===== src/rtl/lda_pkg.sv =====
`timescale 1ns / 1ps

package lda_pkg;

    localparam int LINE_BITS_DEF = 32;

    localparam logic [1:0] CMD_SCRIPT_BYTE = 2'd0;
    localparam logic [1:0] CMD_ORIG_BYTE   = 2'd1;
    localparam logic [1:0] CMD_SCRIPT_END  = 2'd2;
    localparam logic [1:0] CMD_ORIG_END    = 2'd3;

    localparam logic [7:0] CHAR_APPEND  = 8'h61;
    localparam logic [7:0] CHAR_DELETE  = 8'h64;
    localparam logic [7:0] CHAR_SPACE   = 8'h20;
    localparam logic [7:0] CHAR_NEWLINE = 8'h0A;
    localparam logic [7:0] CHAR_ZERO    = 8'h30;
    localparam logic [7:0] CHAR_NINE    = 8'h39;

    typedef struct packed {
        logic [1:0] cmd;
        logic [7:0] data_byte;
    } t_in_word;

    typedef struct packed {
        logic       error_flag;
        logic       finished;
        logic       want_source;
        logic [7:0] out_byte;
        logic       emit;
    } t_result;

endpackage


===== src/rtl/line_diff_script_applier.sv =====
`timescale 1ns / 1ps

// Channel  Direction  Word                     tdata fields (low up)                 tuser
// s_axis   in         script or original byte  data_byte[7:0]                        command[1:0]
// m_axis   out        one status per word      out_byte, want_source, finished, err  emit
//
// Every accepted word yields exactly one output word via the input and core registers.
// Throughput is one word per cycle while the output is not stalled; the state update is a single registered step.
// Reset is synchronous and active low and returns the block to waiting for a command.
// A stalled output holds its word and the input side stops after one buffered word.

module line_diff_script_applier #(
    parameter int LINE_BITS = lda_pkg::LINE_BITS_DEF
) (
    input  logic        i_clk,
    input  logic        i_rst_n,
    input  logic        i_s_axis_tvalid,
    output logic        o_s_axis_tready,
    input  logic [7:0]  i_s_axis_tdata,   // data_byte[7:0]
    input  logic [1:0]  i_s_axis_tuser,   // command[1:0]
    output logic        o_m_axis_tvalid,
    input  logic        i_m_axis_tready,
    output logic [15:0] o_m_axis_tdata,   // out_byte[7:0], want_source[8], finished[9],
                                          // error_flag[10], zero[15:11]
    output logic [0:0]  o_m_axis_tuser    // emit[0]
);
    import lda_pkg::*;

    t_in_word in_word;
    t_in_word stage_word;
    t_result  result;
    logic     stage_valid;
    logic     core_ready;

    assign in_word.cmd       = i_s_axis_tuser;
    assign in_word.data_byte = i_s_axis_tdata;

    lda_in_stage u_in_stage (
        .i_clk   (i_clk),
        .i_rst_n (i_rst_n),
        .i_valid (i_s_axis_tvalid),
        .o_ready (o_s_axis_tready),
        .i_word  (in_word),
        .o_valid (stage_valid),
        .i_ready (core_ready),
        .o_word  (stage_word)
    );

    lda_core #(
        .LINE_BITS (LINE_BITS)
    ) u_core (
        .i_clk    (i_clk),
        .i_rst_n  (i_rst_n),
        .i_valid  (stage_valid),
        .o_ready  (core_ready),
        .i_word   (stage_word),
        .o_valid  (o_m_axis_tvalid),
        .i_ready  (i_m_axis_tready),
        .o_result (result)
    );

    assign o_m_axis_tdata = {5'b00000, result.error_flag, result.finished,
                             result.want_source, result.out_byte};
    assign o_m_axis_tuser = result.emit;

endmodule


===== src/rtl/lda_in_stage.sv =====
`timescale 1ns / 1ps

module lda_in_stage (
    input  logic              i_clk,
    input  logic              i_rst_n,
    input  logic              i_valid,
    output logic              o_ready,
    input  lda_pkg::t_in_word i_word,
    output logic              o_valid,
    input  logic              i_ready,
    output lda_pkg::t_in_word o_word
);
    import lda_pkg::*;

    logic     r_valid;
    t_in_word r_word;

    assign o_ready = !r_valid || i_ready;
    assign o_valid = r_valid;
    assign o_word  = r_word;

    always_ff @(posedge i_clk) begin
        if (!i_rst_n) begin
            r_valid <= 1'b0;
        end else if (o_ready) begin
            r_valid <= i_valid;
        end
    end

    always_ff @(posedge i_clk) begin
        if (o_ready && i_valid) begin
            r_word <= i_word;
        end
    end

endmodule


===== src/rtl/lda_core.sv =====
`timescale 1ns / 1ps

module lda_core #(
    parameter int LINE_BITS = lda_pkg::LINE_BITS_DEF
) (
    input  logic              i_clk,
    input  logic              i_rst_n,
    input  logic              i_valid,
    output logic              o_ready,
    input  lda_pkg::t_in_word i_word,
    output logic              o_valid,
    input  logic              i_ready,
    output lda_pkg::t_result  o_result
);
    import lda_pkg::*;

    localparam int AW = LINE_BITS + 4;

    typedef enum logic [7:0] {
        PH_LETTER = 8'b0000_0001,
        PH_LINE   = 8'b0000_0010,
        PH_COUNT  = 8'b0000_0100,
        PH_COPY   = 8'b0000_1000,
        PH_SKIP   = 8'b0001_0000,
        PH_APPEND = 8'b0010_0000,
        PH_TAIL   = 8'b0100_0000,
        PH_DONE   = 8'b1000_0000
    } t_phase;

    t_phase               r_phase, n_phase;
    logic                 r_app, n_app;
    logic [LINE_BITS-1:0] r_cur, n_cur;
    logic [LINE_BITS-1:0] r_tgt, n_tgt;
    logic [LINE_BITS-1:0] r_cnt, n_cnt;
    logic                 r_done, n_done;
    logic                 r_fail, n_fail;
    logic                 r_out_valid;
    t_result              r_out, n_out;

    logic                 advance;
    logic                 from_orig;
    logic                 is_end;
    logic                 is_digit;
    logic                 wants_orig;
    logic [3:0]           digit;
    logic [AW-1:0]        acc_tgt;
    logic [AW-1:0]        acc_cnt;
    logic [LINE_BITS-1:0] cur_bumped;
    logic                 more;

    function automatic logic [AW-1:0] mul10_add(input logic [LINE_BITS-1:0] v,
                                                input logic [3:0] d);
        logic [AW-1:0] w;
        w = {4'b0000, v};
        return (w << 3) + (w << 1) + {{(AW-4){1'b0}}, d};
    endfunction

    function automatic logic phase_wants_orig(input t_phase p);
        return (p == PH_COPY) || (p == PH_SKIP) || (p == PH_TAIL);
    endfunction

    assign advance    = i_valid && (!r_out_valid || i_ready);
    assign o_ready    = !r_out_valid || i_ready;
    assign from_orig  = (i_word.cmd == CMD_ORIG_BYTE) || (i_word.cmd == CMD_ORIG_END);
    assign is_end     = (i_word.cmd == CMD_SCRIPT_END) || (i_word.cmd == CMD_ORIG_END);
    assign is_digit   = (i_word.data_byte >= CHAR_ZERO) && (i_word.data_byte <= CHAR_NINE);
    assign digit      = 4'(i_word.data_byte - CHAR_ZERO);
    assign wants_orig = phase_wants_orig(r_phase);
    assign acc_tgt    = mul10_add(r_tgt, digit);
    assign acc_cnt    = mul10_add(r_cnt, digit);
    assign cur_bumped = (r_cur == {LINE_BITS{1'b1}}) ? r_cur : r_cur + 1'b1;

    always_comb begin
        n_phase = r_phase;
        n_app   = r_app;
        n_cur   = r_cur;
        n_tgt   = r_tgt;
        n_cnt   = r_cnt;
        n_done  = r_done;
        n_fail  = r_fail;
        n_out   = '0;
        more    = 1'b0;

        if ((r_phase != PH_DONE) && (from_orig == wants_orig)) begin
            unique case (r_phase)
                PH_LETTER: begin
                    if (is_end) begin
                        n_phase = PH_TAIL;
                    end else if ((i_word.data_byte == CHAR_APPEND) ||
                                 (i_word.data_byte == CHAR_DELETE)) begin
                        n_app   = (i_word.data_byte == CHAR_APPEND);
                        n_tgt   = '0;
                        n_phase = PH_LINE;
                    end else begin
                        n_phase = PH_DONE;
                        n_fail  = 1'b1;
                    end
                end
                PH_LINE: begin
                    if (!is_end && is_digit && (acc_tgt[AW-1:LINE_BITS] == 4'd0)) begin
                        n_tgt = acc_tgt[LINE_BITS-1:0];
                    end else if (!is_end && (i_word.data_byte == CHAR_SPACE)) begin
                        n_cnt   = '0;
                        n_phase = PH_COUNT;
                    end else begin
                        n_phase = PH_DONE;
                        n_fail  = 1'b1;
                    end
                end
                PH_COUNT: begin
                    if (!is_end && is_digit && (acc_cnt[AW-1:LINE_BITS] == 4'd0)) begin
                        n_cnt = acc_cnt[LINE_BITS-1:0];
                    end else if (!is_end && (i_word.data_byte == CHAR_NEWLINE)) begin
                        n_phase = PH_COPY;
                    end else begin
                        n_phase = PH_DONE;
                        n_fail  = 1'b1;
                    end
                end
                PH_COPY: begin
                    if (is_end) begin
                        n_phase = PH_DONE;
                        n_fail  = 1'b1;
                    end else begin
                        n_out.emit     = 1'b1;
                        n_out.out_byte = i_word.data_byte;
                        if (i_word.data_byte == CHAR_NEWLINE) begin
                            n_cur = cur_bumped;
                        end
                    end
                end
                PH_SKIP: begin
                    if (is_end) begin
                        n_phase = PH_DONE;
                        n_fail  = 1'b1;
                    end else if (i_word.data_byte == CHAR_NEWLINE) begin
                        n_cnt = r_cnt - 1'b1;
                        n_cur = cur_bumped;
                    end
                end
                PH_APPEND: begin
                    if (is_end) begin
                        n_phase = PH_DONE;
                        n_fail  = 1'b1;
                    end else begin
                        n_out.emit     = 1'b1;
                        n_out.out_byte = i_word.data_byte;
                        if (i_word.data_byte == CHAR_NEWLINE) begin
                            n_cnt = r_cnt - 1'b1;
                        end
                    end
                end
                PH_TAIL: begin
                    if (is_end) begin
                        n_phase = PH_DONE;
                        n_fail  = 1'b0;
                    end else begin
                        n_out.emit     = 1'b1;
                        n_out.out_byte = i_word.data_byte;
                    end
                end
                default: begin
                    n_phase = PH_DONE;
                    n_fail  = 1'b1;
                end
            endcase

            if (n_phase == PH_DONE) begin
                n_done = 1'b1;
            end

            // Leave the copy, skip and append phases at once when nothing is left to do.
            if (n_phase == PH_COPY) begin
                more = n_app ? (n_cur <= n_tgt) : (n_cur < n_tgt);
                if (!more) begin
                    n_phase = n_app ? PH_APPEND : PH_SKIP;
                end
            end
            if (((n_phase == PH_SKIP) || (n_phase == PH_APPEND)) && (n_cnt == '0)) begin
                n_phase = PH_LETTER;
            end
        end

        n_out.want_source = (n_phase != PH_DONE) && phase_wants_orig(n_phase);
        n_out.finished    = n_done;
        n_out.error_flag  = n_fail;
    end

    always_ff @(posedge i_clk) begin
        if (!i_rst_n) begin
            r_phase     <= PH_LETTER;
            r_app       <= 1'b0;
            r_cur       <= {{(LINE_BITS-1){1'b0}}, 1'b1};
            r_tgt       <= '0;
            r_cnt       <= '0;
            r_done      <= 1'b0;
            r_fail      <= 1'b0;
            r_out_valid <= 1'b0;
        end else if (advance) begin
            r_phase     <= n_phase;
            r_app       <= n_app;
            r_cur       <= n_cur;
            r_tgt       <= n_tgt;
            r_cnt       <= n_cnt;
            r_done      <= n_done;
            r_fail      <= n_fail;
            r_out_valid <= 1'b1;
        end else if (i_ready) begin
            r_out_valid <= 1'b0;
        end
    end

    always_ff @(posedge i_clk) begin
        if (advance) begin
            r_out <= n_out;
        end
    end

    assign o_valid  = r_out_valid;
    assign o_result = r_out;

    a_done_sticky: assert property (@(posedge i_clk) disable iff (!i_rst_n)
        r_done |=> r_done)
        else $error("finished state was left");

    a_fail_needs_done: assert property (@(posedge i_clk) disable iff (!i_rst_n)
        r_fail |-> r_done)
        else $error("error flag set while still processing");

    a_done_phase: assert property (@(posedge i_clk) disable iff (!i_rst_n)
        r_done |-> (r_phase == PH_DONE))
        else $error("finished flag and phase disagree");

    a_finished_no_want: assert property (@(posedge i_clk) disable iff (!i_rst_n)
        (r_out_valid && r_out.finished) |-> (!r_out.want_source && !r_out.emit))
        else $error("finished result still requests input or emits a byte");

endmodule

===== config.mk =====
export PLATFORM = sky130hd
export DESIGN_NAME = line_diff_script_applier
export DESIGN_NICKNAME = d
export VERILOG_FILES = /design/src/rtl/lda_pkg.sv /design/src/rtl/line_diff_script_applier.sv /design/src/rtl/lda_in_stage.sv /design/src/rtl/lda_core.sv
export SDC_FILE = /design/constraint.sdc
export NUM_CORES = 1
export LEC_CHECK = 0
export BUFFER_PORTS_ARGS = -buffer_cell sky130_fd_sc_hd__clkbuf_2
export CORE_MARGIN = 1.5
export CORE_UTILIZATION = 50
export DETAILED_ROUTE_END_ITERATION = 8
export GPL_TIMING_DRIVEN = 0
export PLACE_DENSITY = 0.63
export SKIP_CTS_REPAIR_TIMING = 1
export SKIP_LAST_GASP = 1
export SYNTH_ARGS = -nofsm -noshare
export SYNTH_HDL_FRONTEND = slang
export SYNTH_SLANG_ARGS = --single-unit
export TNS_END_PERCENT = 50

===== constraint.sdc =====
create_clock -name i_clk -period 11.04 [get_ports i_clk]
set_input_delay 2.76 -clock i_clk [delete_from_list [all_inputs] [get_ports i_clk]]
set_output_delay 2.76 -clock i_clk [all_outputs]
set_load 0.05 [all_outputs]

==> results.py, run 1 <==
metrics = {
    "setup_path": {
        "critical_path_arrival_ns": 9.01,
        "critical_path_class": "flip-flop to flip-flop",
        "crit_fanout": 10,
        "critPathMaxStageDelay_ns": 0.97,
        "critPathCaptureType": "flip-flop",
        "worstPathRequired_ns": 11.23,
        "crit_slowest_cell": "a2111oi_0",
        "cp-start-kind": "flip-flop",
        "cp_top_family": "compound AO/OA/AOI/OAI gates",
        "cpMostUsedCell": "ha_1",
        "path_buf_inv": 2,
    },
    "routing": {
        "first_iter_violations": 1384,
        "final_antenna_net_count": 0,
        "drc": 0,
        "wire_per_inst_um": 22.61,
        "wirelength_um": 49240,
        "firstDrtPassIters": 6,
        "vias": 14170,
        "vias_per_cell": 6.505,
    },
    "cells_and_area": {
        "antenna_cells": 0,
        "nNetsFinal": 2002,
        "layout_common_cells": "nor2_1 (176), a21oi_1 (169), ha_1 (160), nand2_1 (134), o21ai_0 (112)",
        "layout-drive-gt1-share": 0.06587,
        "area_growth_pct": 8.686,
        "final_common_cell": "nor2_1",
    },
    "sta": {
        "max_freq_mhz": 113.4,
        "relSlewSlack": 0.2174,
        "rsz0062_at_grt": "no",
        "final_max_slew_viol_count": 0,
        "fin_crit_sh": 0.7988,
        "period_minus_slack_ns": 8.819,
        "setup_viol": 0,
        "tns_ns": 0,
        "worst_pin_slew_ns": 1.144,
        "hold_viol_final": 0,
        "skew_ns": 0.01442,
    },
    "pwr": {
        "power.leakage_uw": 0.006267,
        "p_sw_frac": 0.3084,
        "p_seq_frac": 0.387,
        "finalPower_uw": 1342,
        "power_density_nw_per_um2": 90.42,
        "p_int_uw": 928.1,
        "p_switching_uw": 413.9,
        "peakVddDrop_uv": 109.1,
        "combPwrFrac": 0.165,
        "clkPwrFrac": 0.448,
    },
    "clocking": {
        "cts_buffers": 17,
        "cts_max_level": 4,
        "cts_tree": "done",
        "cts_sinks": 131,
        "cts.root.buffer_cell": "clkbuf_16",
        "clk_latency_ns": 0.44,
        "clk_pin_slew_worst_paths_ns": 0.07,
        "cts_buffer_depth": 2,
    },
    "grt": {
        "grt_max_degree": 17,
        "grt_overflow_total": 0,
        "grt_pass1_wl_um": 76770,
        "track_usage": 0.3484,
        "grt_pass1_vias": 13650,
        "antenna_found_initial": 0,
    },
    "outcome": {
        "status": "finished clean",
    },
    "synthesis": {
        "synthDistinctLibCells": 104,
        "synthArstFlopShare": 0,
        "netlist_instances": 1775,
        "synth_top_area_share": 0.1598,
        "netlist_area_um2": 13660,
        "synth_edf_count": 22,
        "yosysTopAreaCell": "dfxtp_1",
        "syn_avg_cell_area_um2": 7.693,
        "yosys_warnings": 0,
        "ys_ff_latch": 131,
        "ys_seq_area_frac": 0.2082,
        "synth-main-ff-cell": "dfxtp_1",
        "synth_area_leaders": "dfxtp_1 (16%), ha_1 (15%), a21oi_1 (6.2%), edfxtp_1 (4.8%), nor2_1 (4.8%)",
    },
    "run": {
        "max_cap_violations": 0,
    },
    "placement": {
        "port-buffer-count": 26,
        "hpwl_um": 38360,
        "gp_congestion": 0.9810,
    },
    "floorplanning": {
        "die_area_um2": 28310,
        "die_width_um": 168.3,
        "io_pins": 33,
        "start_util": 0.5081,
        "die_h_um": 168.3,
        "coreArea_um2": 26880,
        "rows": 60,
    },
    "worst_hold_path": {
        "hold_path_class": "flip-flop to flip-flop",
    },
}
## cells by family after synthesis
family | Yosys count | synth area share
flops | 131 | 0.2082
other cells | 1 | 0.0002746
mux | 7 | 0.005314
compound gates | 562 | 0.2692
fa+ha+maj | 164 | 0.1525
buf+inv | 139 | 0.04224
simple gates | 662 | 0.2524
xor+xnor | 109 | 0.06991
## final timing paths
kind                        startpoint            endpoint  slack [ns]  cells after the start
setup / recovery  u_in_stage.o_word[2]  u_core.o_result[9]        2.22                     25
hold / removal            u_core.r_app        u_core.r_app        0.48                      2
setup reg to reg  u_in_stage.o_word[2]  u_core.o_result[9]        2.22                     25
hold reg to reg           u_core.r_app        u_core.r_app        0.48                      2
## per-stage QoR
stage               instances  utilization  setup slack [ns]  area [um^2]  hold WS (ns)
floorplan                1779            -             4.780        13670        0.4344
global placement         2146       0.5294             2.496        14230        0.4570
detailed placement       2146       0.5294             2.347        14230        0.4695
CTS                      2178       0.5522             2.314        14840        0.4781
global route             2178       0.5522             1.886        14840        0.4998
finish                   2178       0.5522             2.221        14840        0.4775
## power by group through the flow
stage | combinational (uW) | sequential [uW] | clock [uW]
finish | 221 | 519 | 602
global route | 242 | 521 | 622
CTS | 218 | 519 | 602
detailed placement | 216 | 530 | 0
global placement | 214 | 530 | 0
floorplan | 151 | 529 | 0
## cell usage after synthesis, types with 14 or more instances
master	instances
nor2_1	176
a21oi_1	169
ha_1	160
nand2_1	134
o21ai_0	112
dfxtp_1	109
clkbuf_1	91
nor3_1	57
xnor2_1	56
nand3_1	53
xor2_1	53
nand4_1	52
and3_1	50
a211oi_1	48
a21o_1	38
a31oi_1	28
inv_1	27
or3_1	24
edfxtp_1	22
and2_1	21
nand2b_1	15
o211ai_1	15
nor2b_1	14
## tightest hold or removal path: stages (launching register included)
cell and delay, ns:
dfxtp_1 0.32, nand2_1 0.06, a21oi_1 0.05
## layer usage
layer,vias to the layer above,routed length (um),track usage
li1,6784,-,-
met1,6707,20210,0.4184
met2,552,24070,0.6206
met3,124,2825,0.04866
met4,0,2132,0.1483
met5,-,0,0
## sequential cells by signal, summed over array words and instances, names as in the netlist, 8 cells and up
signal	cells
u_core.o_result	12
u_in_stage.o_word	10
u_core.r_tgt	32
u_core.r_cur	32
u_core.r_phase	8
u_core.r_cnt	32
## layout make-up
cell class                 count  area, um^2
timing repair buffer          26       130.1
clock inverter                11       111.4
sequential                   131        2843
multi-input combinational   1509       10250
buffer                       112       475.5
inverter                      27       101.3
fill                        2716       12030
tap                          341       426.7
clock buffer                  21       503.0
Note: power is estimated with default switching activity, not from simulation.
==> inputs of run 2 (changes only) <==
clock period = 9 ns   (was 11.04 ns; I/O delays follow)
==> results.py, run 2 (synthesis gave the netlist of run 1 again) <==
metrics = {
    "outcome": {
        "status": "finished clean",
    },
    "grt": {
        "grt_pass1_vias": 13650,
        "grt_overflow_total": 0,
        "antenna_found_initial": 0,
        "grt_pass1_wl_um": 76770,
        "grt_max_degree": 17,
        "track_usage": 0.3484,
    },
    "pwr": {
        "p_switching_uw": 509.2,
        "p_seq_frac": 0.387,
        "peakVddDrop_uv": 134.6,
        "p_sw_frac": 0.3090,
        "p_int_uw": 1138,
        "finalPower_uw": 1648,
        "power.leakage_uw": 0.006267,
        "combPwrFrac": 0.164,
        "power_density_nw_per_um2": 111.0,
        "clkPwrFrac": 0.449,
    },
    "placement": {
        "post-place-ws_ns": 0.3073,
        "port-buffer-count": 26,
        "gp_congestion": 0.9810,
        "hpwl_um": 38360,
    },
    "setup_path": {
        "r2r_end": "u_core.o_result[9]",
        "path_buf_inv": 2,
        "startpoint": "u_in_stage.o_word[2]",
        "critical_path_arrival_ns": 8.77,
        "cpMostUsedCell": "ha_1",
        "critical_path_class": "flip-flop to flip-flop",
        "cp_top_family": "compound AO/OA/AOI/OAI gates",
        "worstPathRequired_ns": 9.19,
        "rrSetupSlack_ns": 0.42,
        "crit_fanout": 10,
        "critPathMaxStageDelay_ns": 0.78,
        "rr_worst_depth": 25,
        "critPathCaptureType": "flip-flop",
        "r2r-start": "u_in_stage.o_word[2]",
        "crit_slowest_cell": "a2111oi_1",
        "cp-start-kind": "flip-flop",
    },
    "cells_and_area": {
        "antenna_cells": 0,
        "largestRegisters": "u_core.r_cnt (32), u_core.r_cur (32), u_core.r_tgt (32)",
        "area_growth_pct": 8.695,
        "nNetsFinal": 2002,
        "post-route-util": 0.5523,
        "layout_common_cells": "nor2_1 (176), a21oi_1 (169), ha_1 (160), nand2_1 (134), o21ai_0 (112)",
        "layout-drive-gt1-share": 0.06587,
        "final_common_cell": "nor2_1",
    },
    "run": {
        "max_cap_violations": 0,
    },
    "sta": {
        "holdWs_ns": 0.4769,
        "finalWorstSetupSlack_ns": 0.4224,
        "tns_ns": 0,
        "max_freq_mhz": 116.6,
        "period_minus_slack_ns": 8.578,
        "final_max_slew_viol_count": 0,
        "skew_ns": 0.01668,
        "fin_crit_sh": 0.9531,
        "hold_viol_final": 0,
        "relSlewSlack": 0.3087,
        "setup_viol": 0,
        "worst_pin_slew_ns": 1.029,
        "rsz0062_at_grt": "no",
    },
    "clocking": {
        "cts.root.buffer_cell": "clkbuf_16",
        "cts_buffers": 17,
        "cts_max_level": 4,
        "cts_buffer_depth": 2,
        "cts_sinks": 131,
        "cts_tree": "done",
        "clk_latency_ns": 0.44,
        "clk_pin_slew_worst_paths_ns": 0.07,
    },
    "floorplanning": {
        "rows": 60,
        "die_h_um": 168.3,
        "start_util": 0.5081,
        "die_width_um": 168.3,
        "coreArea_um2": 26880,
        "io_pins": 33,
        "die_area_um2": 28310,
    },
    "routing": {
        "vias_per_cell": 6.516,
        "drc": 0,
        "firstDrtPassIters": 6,
        "wire_per_inst_um": 22.63,
        "first_iter_violations": 1437,
        "vias": 14190,
        "wirelength_um": 49290,
        "final_antenna_net_count": 0,
    },
    "worst_hold_path": {
        "min_to": "u_core.r_app",
        "hp-start": "u_core.r_app",
        "hold_path_class": "flip-flop to flip-flop",
        "worstHoldPathCells": 2,
    },
}
[run 2: worst reg2reg max path: stages, from the launching register on]
cell and delay (ns):
edfxtp_1 0.62, ha_1 0.40, ha_1 0.24, fa_1 0.43, a211oi_1 0.32, o21bai_1 0.20, o21ai_1 0.29, o21ba_2 0.23
o21ai_1 0.22, o31a_1 0.33, a2111oi_1 0.78, and3_1 0.25, clkbuf_1 0.26, clkbuf_1 0.55, a22oi_1 0.25, ha_1 0.38
nand4_1 0.09, or2_2 0.32, nor3_1 0.42, a21oi_1 0.16, a31oi_1 0.42, nor2b_1 0.20, o2111ai_1 0.13, nor4_2 0.58
nand4b_1 0.20, nand2b_1 0.06
[run 2: stage by stage]
stage	area, um^2	std cells
floorplan	13670	1779
global placement	14230	2146
global route	14840	2178
detailed placement	14230	2146
finish	14840	2178
CTS	14840	2178
[run 2: how the worst max path moves through the flow]
stage,depth (start not counted),end,slack [ns]
floorplan,27,u_core.o_result[9],2.74
global placement,24,u_core.o_result[9],0.46
detailed placement,24,u_core.o_result[9],0.31
CTS,24,u_core.o_result[9],0.27
global route,25,u_core.o_result[9],0.09
finish,25,u_core.o_result[9],0.42
[run 2: power by group through the flow]
stage                     logic [uW]  registers [uW]  clock network [uW]
after floorplan                  185             648                   0
after global placement           262             650                   0
after detailed placement         266             650                   0
after CTS                        267             637                 738
after global routing             297             639                 763
final                            271             637                 740
[run 2: per-layer routing]
layer	vias to the layer above	GRT usage	wire [um]
met5	-	0	0
met2	544	0.6206	24000
met3	130	0.04866	2861
met4	0	0.1483	2183
met1	6737	0.4184	20240
li1	6781	-	-
[run 2: final cells by class]
type                       instances  area [um^2]
sequential                       131         2843
clock buffer                      21        503.0
inverter                          27        101.3
fill                            2717        12030
tap                              341        426.7
multi-input combinational       1509        10250
timing repair buffer              26        130.1
buffer                           112        475.5
clock inverter                    11        111.4
==> inputs of run 3 (changes only) <==
RECOVER_POWER = 100   (was not set)
==> results.py, run 3 (synthesis gave the netlist of run 1 again) <==
metrics = {
    "outcome": {
        "status": "finished clean",
    },
    "clocking": {
        "clk_pin_slew_worst_paths_ns": 0.07,
        "cts_buffer_depth": 2,
        "cts_sinks": 131,
        "clk_latency_ns": 0.44,
        "cts_max_level": 4,
        "cts_buffers": 17,
        "cts_tree": "done",
        "cts.root.buffer_cell": "clkbuf_16",
    },
    "setup_path": {
        "cpMostUsedCell": "ha_1",
        "critical_path_class": "flip-flop to flip-flop",
        "critPathMaxStageDelay_ns": 0.79,
        "crit_fanout": 10,
        "cp-start-kind": "flip-flop",
        "worstPathRequired_ns": 9.19,
        "critical_path_arrival_ns": 8.77,
        "crit_slowest_cell": "a2111oi_1",
        "critPathCaptureType": "flip-flop",
    },
    "sta": {
        "max_freq_mhz": 116.6,
        "skew_ns": 0.01593,
        "fin_crit_sh": 0.9532,
        "period_minus_slack_ns": 8.579,
        "rsz0062_at_grt": "no",
        "relSlewSlack": 0.1114,
        "holdWs_ns": 0.4778,
        "worst_pin_slew_ns": 1.321,
        "hold_viol_final": 0,
        "tns_ns": 0,
        "final_max_slew_viol_count": 0,
        "setup_viol": 0,
    },
    "routing": {
        "wire_per_inst_um": 22.64,
        "drc": 0,
        "wirelength_um": 49300,
        "vias_per_cell": 6.507,
        "first_iter_violations": 1428,
        "vias": 14170,
        "final_antenna_net_count": 0,
        "firstDrtPassIters": 6,
    },
    "grt": {
        "grt_pass1_vias": 13650,
        "grt_max_degree": 17,
        "grt_pass1_wl_um": 76770,
        "track_usage": 0.3484,
        "antenna_found_initial": 0,
        "grt_overflow_total": 0,
    },
    "floorplanning": {
        "coreArea_um2": 26880,
        "die_area_um2": 28310,
        "die_h_um": 168.3,
        "io_pins": 33,
        "rows": 60,
        "start_util": 0.5081,
        "die_width_um": 168.3,
    },
    "worst_hold_path": {
        "hold_path_class": "flip-flop to flip-flop",
    },
    "cells_and_area": {
        "largestRegisters": "u_core.r_cnt (32), u_core.r_cur (32), u_core.r_tgt (32)",
        "layout-drive-gt1-share": 0.04899,
        "layout_common_cells": "nor2_1 (177), a21oi_1 (169), ha_1 (160), nand2_1 (135), o21ai_0 (113)",
        "post-route-util": 0.5483,
        "area_growth_pct": 7.907,
        "nNetsFinal": 2002,
        "final_common_cell": "nor2_1",
        "fill_cells": 2738,
        "antenna_cells": 0,
    },
    "placement": {
        "gp_congestion": 0.9810,
        "port-buffer-count": 26,
        "hpwl_um": 38360,
    },
    "pwr": {
        "peakVddDrop_uv": 134.4,
        "power.leakage_uw": 0.006162,
        "power_density_nw_per_um2": 111.6,
    },
    "run": {
        "max_cap_violations": 0,
    },
}
-- run 3: cell types whose count changed in the layout (fill, tap and decap cells not counted), sizes merged --
cell    before  now
buf         20   17
clkbuf     139  142
-- run 3: metrics by stage --
step | std cells | setup slack (ns) | instance area (um^2) | total power (uW)
final | 2178 | 0.4210 | 14740 | 1644
after floorplan | 1779 | 2.740 | 13670 | 833.1
after global placement | 2146 | 0.4559 | 14230 | 911.6
after detailed placement | 2146 | 0.3073 | 14230 | 915.1
after global routing | 2178 | 0.04702 | 14740 | 1698
after CTS | 2178 | 0.2735 | 14840 | 1642
-- run 3: worst paths after layout --
path / start / to / slack, ns / depth (start not counted)
worst max-delay path: u_in_stage.o_word[2] / u_core.o_result[9] / 0.42 / 25
worst min-delay path: u_core.r_app / u_core.r_app / 0.48 / 2
worst max register to register: u_in_stage.o_word[2] / u_core.o_result[9] / 0.42 / 25
worst min register to register: u_core.r_app / u_core.r_app / 0.48 / 2
-- run 3: worst max-delay path: cells and delay by family (launching register included) --
family | cells | cell delay [ns]
AOI/OAI and AO/OA | 11 | 3.37
adders and majority gates | 4 | 1.44
buffers and inverters | 2 | 0.80
DFF | 1 | 0.62
and+or+nand+nor | 8 | 2.09
-- run 3: power breakdown --
part           switching, uW  internal [uW]
registers               23.4            614
clock network            305            433
logic                    179           90.5
total                    507           1140
-- run 3: final cells by class --
class                   count  area [um^2]  share of cell area
plain buffers             112        474.2             0.03218
clock buffers              21        503.0             0.03413
clock inverters            11        111.4            0.007557
inverters                  27        101.3            0.006878
multi-input cells        1509        10160              0.6897
flip-flops and latches    131         2843              0.1929
well taps                 341        426.7             0.02895
repair buffers             26        112.6            0.007642
-- run 3: layer usage --
metal / vias up / track usage / share of wire
met5: - / 0 / 0
met2: 541 / 0.6206 / 0.49
met3: 118 / 0.04866 / 0.057
li1: 6786 / - / -
met1: 6727 / 0.4184 / 0.41
met4: 0 / 0.1483 / 0.044
